$ cat src/hdl/wmdc_pkg.sv
// Package: shared constants, codes and types for the Wishart classifier.
package wmdc_pkg;

   localparam int MaxClassesDefault = 32;
   localparam int MatrixDimDefault  = 6;
   localparam int FracBitsDefault   = 16;

   localparam int KindWidth  = 2;
   localparam int ClassWidth = 5;
   localparam int EntryWidth = 5;
   localparam int ValueWidth = 32;
   localparam int CountWidth = 6;
   localparam int DistWidth  = 64;
   localparam int QueueDepth = 4;

   typedef enum logic [KindWidth-1:0] {
      KIND_COEF  = 2'd0,
      KIND_BIAS  = 2'd1,
      KIND_PIXEL = 2'd2,
      KIND_NONE  = 2'd3
   } kind_type;

   typedef enum logic [1:0] {
      BK_IDLE,
      BK_CLASS,
      BK_DONE
   } back_state_type;

   // Command word passed from the front end to the back end.
   typedef struct packed {
      logic                  write_coef;
      logic                  write_bias;
      logic                  write_pixel;
      logic                  classify;
      logic [ClassWidth-1:0] class_index;
      logic [EntryWidth-1:0] entry_index;
      logic [ValueWidth-1:0] value_re;
      logic [ValueWidth-1:0] value_im;
   } cmd_type;

endpackage

$ cat src/hdl/wmdc_req_if.sv
// Interfaces: request and response channels.
interface wmdc_req_if
   import wmdc_pkg::*;
   ();
   logic                  valid;
   logic                  ready;
   logic [KindWidth-1:0]  kind;
   logic [ClassWidth-1:0] class_index;
   logic [EntryWidth-1:0] entry_index;
   logic signed [ValueWidth-1:0] value_re;
   logic signed [ValueWidth-1:0] value_im;
   logic                  last;
   modport source (output valid, kind, class_index, entry_index, value_re, value_im, last,
                   input ready);
   modport sink   (input valid, kind, class_index, entry_index, value_re, value_im, last,
                   output ready);
endinterface


$ cat src/hdl/wmdc_front.sv
// Front end: decode request words and queue commands for the back end.
module wmdc_front
   import wmdc_pkg::*;
#(
   parameter int MaxClasses = MaxClassesDefault,
   parameter int NumEntries = 21
) (
   input  logic    clock,
   input  logic    reset,
   wmdc_req_if.sink req,
   output logic    cmd_valid,
   input  logic    cmd_ready,
   output cmd_type cmd
);
   localparam int PtrWidth = $clog2(QueueDepth);

   cmd_type             queue_ff [QueueDepth];
   logic [PtrWidth-1:0] wr_ptr_ff, wr_ptr_in, rd_ptr_ff, rd_ptr_in;
   logic [PtrWidth:0]   count_ff, count_in;
   cmd_type             decoded;
   logic                push, pop, class_ok, entry_ok;

   // Classify the incoming word
   always_comb begin
      class_ok = 32'(req.class_index) < MaxClasses;
      entry_ok = 32'(req.entry_index) < NumEntries;
      decoded             = '0;
      decoded.class_index = req.class_index;
      decoded.entry_index = req.entry_index;
      decoded.value_re    = req.value_re;
      decoded.value_im    = req.value_im;
      case (kind_type'(req.kind))
         KIND_COEF:  decoded.write_coef = class_ok && entry_ok;
         KIND_BIAS:  decoded.write_bias = class_ok;
         KIND_PIXEL: begin
            decoded.write_pixel = entry_ok;
            decoded.classify    = req.last;
         end
         default:    decoded = decoded;
      endcase
   end

   assign req.ready = count_ff != (PtrWidth+1)'(QueueDepth);
   assign push      = req.valid && req.ready;
   assign cmd_valid = count_ff != '0;
   assign pop       = cmd_valid && cmd_ready;
   assign cmd       = queue_ff[rd_ptr_ff];

   // Advance queue pointers
   always_comb begin
      wr_ptr_in = push ? wr_ptr_ff + 1'b1 : wr_ptr_ff;
      rd_ptr_in = pop  ? rd_ptr_ff + 1'b1 : rd_ptr_ff;
      count_in  = count_ff + (PtrWidth+1)'(push) - (PtrWidth+1)'(pop);
   end

   always_ff @(posedge clock) begin
      if (reset) begin
         wr_ptr_ff <= '0;
         rd_ptr_ff <= '0;
         count_ff  <= '0;
      end else begin
         wr_ptr_ff <= wr_ptr_in;
         rd_ptr_ff <= rd_ptr_in;
         count_ff  <= count_in;
      end
   end

   always_ff @(posedge clock) begin
      if (push) begin
         queue_ff[wr_ptr_ff] <= decoded;
      end
   end

   a_no_overflow: assert property (@(posedge clock) disable iff (reset)
      count_ff == (PtrWidth+1)'(QueueDepth) |-> !push) else $error("queue overflow");
   a_count_track: assert property (@(posedge clock) disable iff (reset)
      push && !pop |=> count_ff == $past(count_ff) + 1'b1) else $error("count slip");
   a_empty_no_pop: assert property (@(posedge clock) disable iff (reset)
      count_ff == '0 |-> !pop) else $error("pop from empty");
endmodule

$ cat src/flat_wrapper.sv
// flat-port wrapper written by rule: the top's interface ports become plain ports
module wmdc_front_flat import wmdc_pkg::*;
#(
   parameter int MaxClasses = MaxClassesDefault,
   parameter int NumEntries = 21
)
  (clock, reset, cmd_valid, cmd_ready, cmd, req_valid, req_kind, req_class_index, req_entry_index, req_value_re, req_value_im, req_last, req_ready);
  wmdc_req_if req_i ();
  input  logic clock;
  input  logic reset;
  output logic cmd_valid;
  input  logic cmd_ready;
  output cmd_type cmd;
  input wire logic [$bits(req_i.valid)-1:0] req_valid;
  input wire logic [$bits(req_i.kind)-1:0] req_kind;
  input wire logic [$bits(req_i.class_index)-1:0] req_class_index;
  input wire logic [$bits(req_i.entry_index)-1:0] req_entry_index;
  input wire logic [$bits(req_i.value_re)-1:0] req_value_re;
  input wire logic [$bits(req_i.value_im)-1:0] req_value_im;
  input wire logic [$bits(req_i.last)-1:0] req_last;
  output wire logic [$bits(req_i.ready)-1:0] req_ready;
  assign req_i.valid = req_valid;
  assign req_i.kind = req_kind;
  assign req_i.class_index = req_class_index;
  assign req_i.entry_index = req_entry_index;
  assign req_i.value_re = req_value_re;
  assign req_i.value_im = req_value_im;
  assign req_i.last = req_last;
  assign req_ready = req_i.ready;
  wmdc_front #(.MaxClasses(MaxClasses), .NumEntries(NumEntries)) u_core (.clock(clock), .reset(reset), .req(req_i), .cmd_valid(cmd_valid), .cmd_ready(cmd_ready), .cmd(cmd));
endmodule
$ cat config.mk
export PLATFORM = sky130hd
export DESIGN_NAME = wmdc_front_flat
export DESIGN_NICKNAME = d
export VERILOG_FILES = /design/src/hdl/wmdc_pkg.sv /design/src/hdl/wmdc_req_if.sv /design/src/hdl/wmdc_front.sv /design/src/flat_wrapper.sv
export SDC_FILE = /design/constraint.sdc
export NUM_CORES = 1
export LEC_CHECK = 0
export BUFFER_PORTS_ARGS = -buffer_cell sky130_fd_sc_hd__buf_4
export CORE_UTILIZATION = 59
export CTS_BUF_LIST = sky130_fd_sc_hd__clkbuf_2
export DETAILED_ROUTE_END_ITERATION = 12
export PLACE_DENSITY = 0.84
export SKIP_LAST_GASP = 1
export SLEW_MARGIN = 20
export SYNTH_ARGS = -nofsm -noshare
export SYNTH_HDL_FRONTEND = slang
export SYNTH_SLANG_ARGS = --single-unit
$ cat constraint.sdc
create_clock -name clock -period 3.9 [get_ports clock]
set_input_delay 0.78 -clock clock [delete_from_list [all_inputs] [get_ports clock]]
set_output_delay 0.78 -clock clock [all_outputs]
set_load 0.1 [all_outputs]
Yosys cells after proc, flatten, opt, wreduce, memory -nomap -nowiden
Memory sizes are Yosys's and may differ from the RTL's. A register that Yosys moved wholly into a read port is not among the register bits.
Index checks and enable logic that the tools add are counted.
W data, S select, Z words.
Operators by class
  equal/unequal tests: 3
  reduce and logical (&&, ||, !) cells: 4
  mux-type cells: 7
  $lt $le $gt $ge: 1
  add/subtract/negate cells: 4
Operators by type and width (count)
  $mux W2: 3
  $lt A5 B5 Y1 const B: 1
  $add A2 B1 Y2 const B: 2
  $mux W1: 4
  $add A3 B1 Y3: 1
  $ne A3 B3 Y1 const B: 1
  $reduce_bool A3 Y1: 1
  $sub A3 B1 Y3: 1
  $eq A2 B1 Y1 const B: 1
  $eq A2 B2 Y1 const B: 1
  $logic_and A1 B1 Y1: 2
  $logic_not A2 Y1: 1
Word-level totals
  bits of input ports: 81
  memories kept: 1
  register bits: 7
  word-level logic and storage cells: 23
  output and inout bits: 80
  memory bits (writable): 312
Memory list
  u_core.queue_ff: words 4, bits a word 78, read ports 1, clocked after Yosys merged registers in 1, write ports 1, RTL line wmdc_front.sv:17  | cmd_type queue_ff [QueueDepth];

Depth between registers and ports, before layout
Gate-level depths: netlist (run 1).
  depth in word-level cells: 4
  depth in mapped cells: 9

Least setup slack after synthesis (run 1)
OpenSTA, ideal clock, no wires.
  path type: in2reg
  start point: input req_valid
  end point: memory u_core.queue_ff[0][0] in the netlist's numbering (enable)
  buffers on the path: 0
  arrival time: 2907 ps
  stages: 2
  setup slack: 548 ps
  path through: a21boi_2 > and2_1
Between the ends
  cells in the longest elaborated chain, start to end: 3
Ends and longest elaborated chain
  start, declared: RTL line flat_wrapper.sv:14  | input wire logic [$bits(req_i.valid)-1:0] req_valid;
  $logic_and A1 B1 Y1: RTL line wmdc_front.sv:44  | assign push = req.valid && req.ready;
  $mux W1: RTL line wmdc_front.sv:69  | if (push) begin
  $mux W1 (implied by the code): RTL line wmdc_front.sv:70  | queue_ff[wr_ptr_ff] <= decoded;
  end, declared: RTL line wmdc_front.sv:17
No other way between the ends.

==> out/results.tsv, run 1 <==
metric	value	unit
run status	complete, no violations	
unrepaired setup endpoints after global routing	no	
worst path arrival time	2740	ps
fin nets	776	
Worst Path Class, Setup	flip-flop to primary output	
GRT overflow	0	
post-CTS resize count	0	
period utilization	90.3	%
DRC violations left	0	
Fin. Hold Viols	0	
aggregate global-route resource usage	21.8	%
clk sinks	321	
Startpoint Class	flip-flop	
CP endpoint kind	primary output	
diodes inserted	0	
# rows	51	
Initial Utilization	60.4	%
die height	143	um
Mapped Area	11800	um^2
Min-Delay Path Class	input port to flip-flop	
die area	20500	um^2
most frequent cells in the layout	312 x edfxtp_1, 161 x buf_4, 112 x clkbuf_2	
cts bufs inserted	75	
post-route minimum period	3520	ps
post-synthesis cell type count	28	
HPWL after detailed placement	12600	um
initial antenna violation count	0	
share of layout cells above drive strength 1	50.1	%
Mapped Cells	463	
Clock Tree Root	clkbuf_2	
Worst-Skew Late Latency	810	ps
setup tns final	0	ps
Antenna Nets Post-Route	0	
Hold Buf Count CTS	0	
first-pass GRT wire length	32200	um
largest net degree at the start of global routing	41	
sequential area share after synthesis	81.0	%
Synth Register Bits	321	
detailed-route vias per instance	5.55	
WL final	21100	um
# setup viols final	0	
post-synthesis net count	551	
WL/cell	20.9	um
Post-CTS Setup Inserts	0	
Core Region	19500	um^2
number of global-route vias before repair	6089	
Via Count	5588	
post-layout util	71.4	%
DR iter-0 viols	373	
final slew viol count	0	
H-tree depth reported by CTS	3	
io pins	161	
max cap viols	0	
Syn Area/Cell	25.5	um^2
CTS tree	built	
Die W	143	um
Reg clk slew, reported paths	110	ps
Layout Area Growth over Synthesis	18.3	%
First-pass DRT Iterations	5	
Max Fclk	284	MHz
Slew headroom	56.1	%
Ys Warns	0	
crit path max fanout	26	
most common cell after layout, fill and taps aside	edfxtp_1	
clk buf depth	3	
RePlAce Congestion	0.752	
Clock Skew	53.0	ps
CP Data Required Time	3120	ps
worst slew pin tran	659	ps
IO buf count	160	
## sequential cells by signal (all words and copies together), names as in the netlist, named ones only
name and count:
u_core.wr_ptr_ff 2, u_core.rd_ptr_ff 2, u_core.queue_ff 312, u_core.count_ff 3
## final cells by class
cell class | count | area (um^2)
sequential | 321 | 9560
clock buffer | 112 | 561
tap | 265 | 332
multi-input combinational | 118 | 2080
clock inverter | 18 | 72.6
timing repair buffer | 167 | 1330
inverter | 5 | 18.8
fill | 1222 | 5580
## metal layers
| layer | GRT usage [%] | share of wire, % | up-vias |
|---|---|---|---|
| met2 | 35.8 | 50 | 237 |
| met3 | 7.13 | 8.9 | 30 |
| li1 | - | - | 2475 |
| met4 | 9.57 | 1.8 | 0 |
| met5 | 0 | 0 | - |
| met1 | 26.9 | 39 | 2846 |
## kinds of logic after synthesis
logic type      count (synthesis)  synth area share [%]
flops                         321                  81.0
mux                            80                  15.1
buf+inv                        24                  1.44
simple gates                   23                  1.04
fa+ha+maj                       7                 0.807
compound gates                  5                 0.372
xor+xnor                        3                 0.223
## synthesized netlist by cell type
cell | count | area share (%)
a21boi_2 | 1 | 0.096
and2_1 | 5 | 0.27
and3b_1 | 1 | 0.074
buf_12 | 3 | 0.51
buf_2 | 4 | 0.17
buf_4 | 5 | 0.32
buf_6 | 1 | 0.096
clkbuf_1 | 6 | 0.19
dfxtp_1 | 9 | 1.5
edfxtp_1 | 312 | 79
fa_1 | 1 | 0.17
ha_1 | 6 | 0.64
inv_1 | 5 | 0.16
mux2_2 | 1 | 0.096
mux2i_1 | 1 | 0.085
mux4_2 | 78 | 15
nand2_1 | 1 | 0.032
nand2b_1 | 2 | 0.11
nor2_1 | 8 | 0.25
nor2b_1 | 2 | 0.11
nor3_1 | 2 | 0.085
nor3b_1 | 1 | 0.064
o21a_1 | 2 | 0.13
o311ai_0 | 1 | 0.074
o31a_1 | 1 | 0.074
or3_1 | 1 | 0.053
xnor2_1 | 1 | 0.074
xor2_1 | 2 | 0.15
## stage by stage
stage / instances / instance area [um^2] / hold slack, ps / setup WS (ps)
global placement: 876 / 13300 / 490 / 1140
floorplan: 463 / 11800 / 482 / 548
detailed placement: 876 / 13300 / 539 / 1120
finish: 1006 / 13900 / 161 / 379
CTS: 1006 / 13900 / 59.2 / 246
global route: 1006 / 13900 / 54.9 / 120
## critical path, stage by stage, from the launching register on
cell and delay, ps:
dfxtp_4 710, buf_4 420, mux4_2 570, buf_4 250
## path summary, 6_finish.rpt
| kind | from | slack [ps] | end | cells past startpoint |
|---|---|---|---|---|
| worst max-delay path | flip-flop | 380 | cmd[24] | 3 |
| worst min-delay path | req_class_index[3] | 160 | u_core.queue_ff[2][72] | 1 |
| worst max register to register | u_core.count_ff[1] | 1610 | u_core.queue_ff[1][34] | 4 |
| worst min register to register | u_core.wr_ptr_ff[1] | 550 | u_core.wr_ptr_ff[1] | 2 |
Power of run 1 is not shown: default switching activity piles up to over one toggle a cycle in this logic, so the estimate is an artifact.
==> run 2, diff against run 1 <==
Settings changed: RECOVER_POWER set to 100.
==> out/results.tsv, run 2 (synthesized netlist as in run 1, its figures left out) <==
metric	value	unit
run status	complete, no violations	
max cap viols	0	
# rows	51	
metal2 WL	10600	um
Startpoint Class	flip-flop	
RePlAce Congestion	0.752	
Largest Register	u_core.queue_ff	
Clock Tree Root	clkbuf_2	
M1 WL	8310	um
crit path max fanout	38	
clk sinks	321	
Max Fclk	280	MHz
die height	143	um
die area	20500	um^2
number of global-route vias before repair	6089	
HPWL after detailed placement	12600	um
max reg flops	312	
Worst path slowest cell	dfxtp_4	
Via Count	5558	
Filler Cell Count	1307	
share of layout cells above drive strength 1	39.5	%
cts bufs inserted	75	
WL final	21000	um
Layout Area Growth over Synthesis	14.8	%
First-pass DRT Iterations	4	
unrepaired setup endpoints after global routing	no	
Initial Utilization	60.4	%
Worst Path Buf+Inv	2	
worst path cell trace	buf_8, mux4_2, buf_4	
Fin. Hold Viols	0	
fin nets	776	
IO buf count	160	
setup tns final	0	ps
Slew headroom	23.2	%
metal3 WL	1790	um
Min-Delay Path Class	input port to flip-flop	
post-route minimum period	3580	ps
CP Data Required Time	3120	ps
storage element area	9560	um^2
worst slew pin tran	1160	ps
worst path arrival time	2800	ps
aggregate global-route resource usage	21.8	%
Worst-Skew Late Latency	810	ps
# setup viols final	0	
multi-input gate area in the final layout	2070	um^2
initial antenna violation count	0	
critical path's largest stage delay	710	ps
DRC violations left	0	
GRT overflow	0	
Clock Skew	55.9	ps
Core Region	19500	um^2
post-CTS resize count	0	
biggest registers after layout	u_core.queue_ff x312, u_core.count_ff x3	
period utilization	91.7	%
Post-CTS Setup Inserts	0	
DR iter-0 viols	312	
Hold Buf Count CTS	0	
Die W	143	um
CP delay by family, top	flip-flops	
Reg clk slew, reported paths	110	ps
most frequent cells in the layout	312 x edfxtp_1, 135 x clkbuf_2, 78 x mux4_2	
largest net degree at the start of global routing	41	
final slew viol count	0	
H-tree depth reported by CTS	3	
diodes inserted	0	
CP endpoint kind	primary output	
io pins	161	
first-pass GRT wire length	32200	um
top layer in use	met4	
WL/cell	20.9	um
detailed-route vias per instance	5.52	
clk buf depth	3	
CTS tree	built	
Antenna Nets Post-Route	0	
Worst Path Class, Setup	flip-flop to primary output	
most common cell after layout, fill and taps aside	edfxtp_1	
==> run 2: layer usage <==
metal	vias to the layer above	global-route usage, %
li1	2475	-
met4	0	9.57
met3	26	7.13
met2	214	35.8
met1	2843	26.9
met5	-	0
==> run 2: cell type report <==
class                           instances  share of cell area [%]
Clock buffer                          112                    4.14
Clock inverter                         18                   0.536
Inverter                                5                   0.139
Multi-Input combinational cell        118                    15.3
Sequential cell                       321                    70.6
Tap cell                              265                    2.45
Timing Repair Buffer                  167                    6.85
==> run 2: path summary, 6_finish.rpt <==
check,start,end,slack [ps],cells past startpoint
hold / removal,req_class_index[3],u_core.queue_ff[2][72],220,1
hold reg to reg,u_core.wr_ptr_ff[1],u_core.wr_ptr_ff[1],560,2
setup / recovery,flip-flop,cmd[54],320,3
setup reg to reg,u_core.count_ff[1],u_core.queue_ff[1][34],460,4
==> run 2: per-stage QoR <==
| stage | utilization (%) | cell area, um^2 | setup slack [ps] | hold WS [ps] | cells |
|---|---|---|---|---|---|
| after floorplan | - | 11800 | 548 | 482 | 463 |
| after global placement | 68.2 | 13300 | 1140 | 490 | 876 |
| after detailed placement | 68.2 | 13300 | 1120 | 539 | 876 |
| after CTS | 71.4 | 13900 | 246 | 59.2 | 1006 |
| after global routing | 69.3 | 13500 | 61.9 | 135 | 1006 |
| final | 69.3 | 13500 | 323 | 220 | 1006 |
Power of run 2 is left out for the same reason.
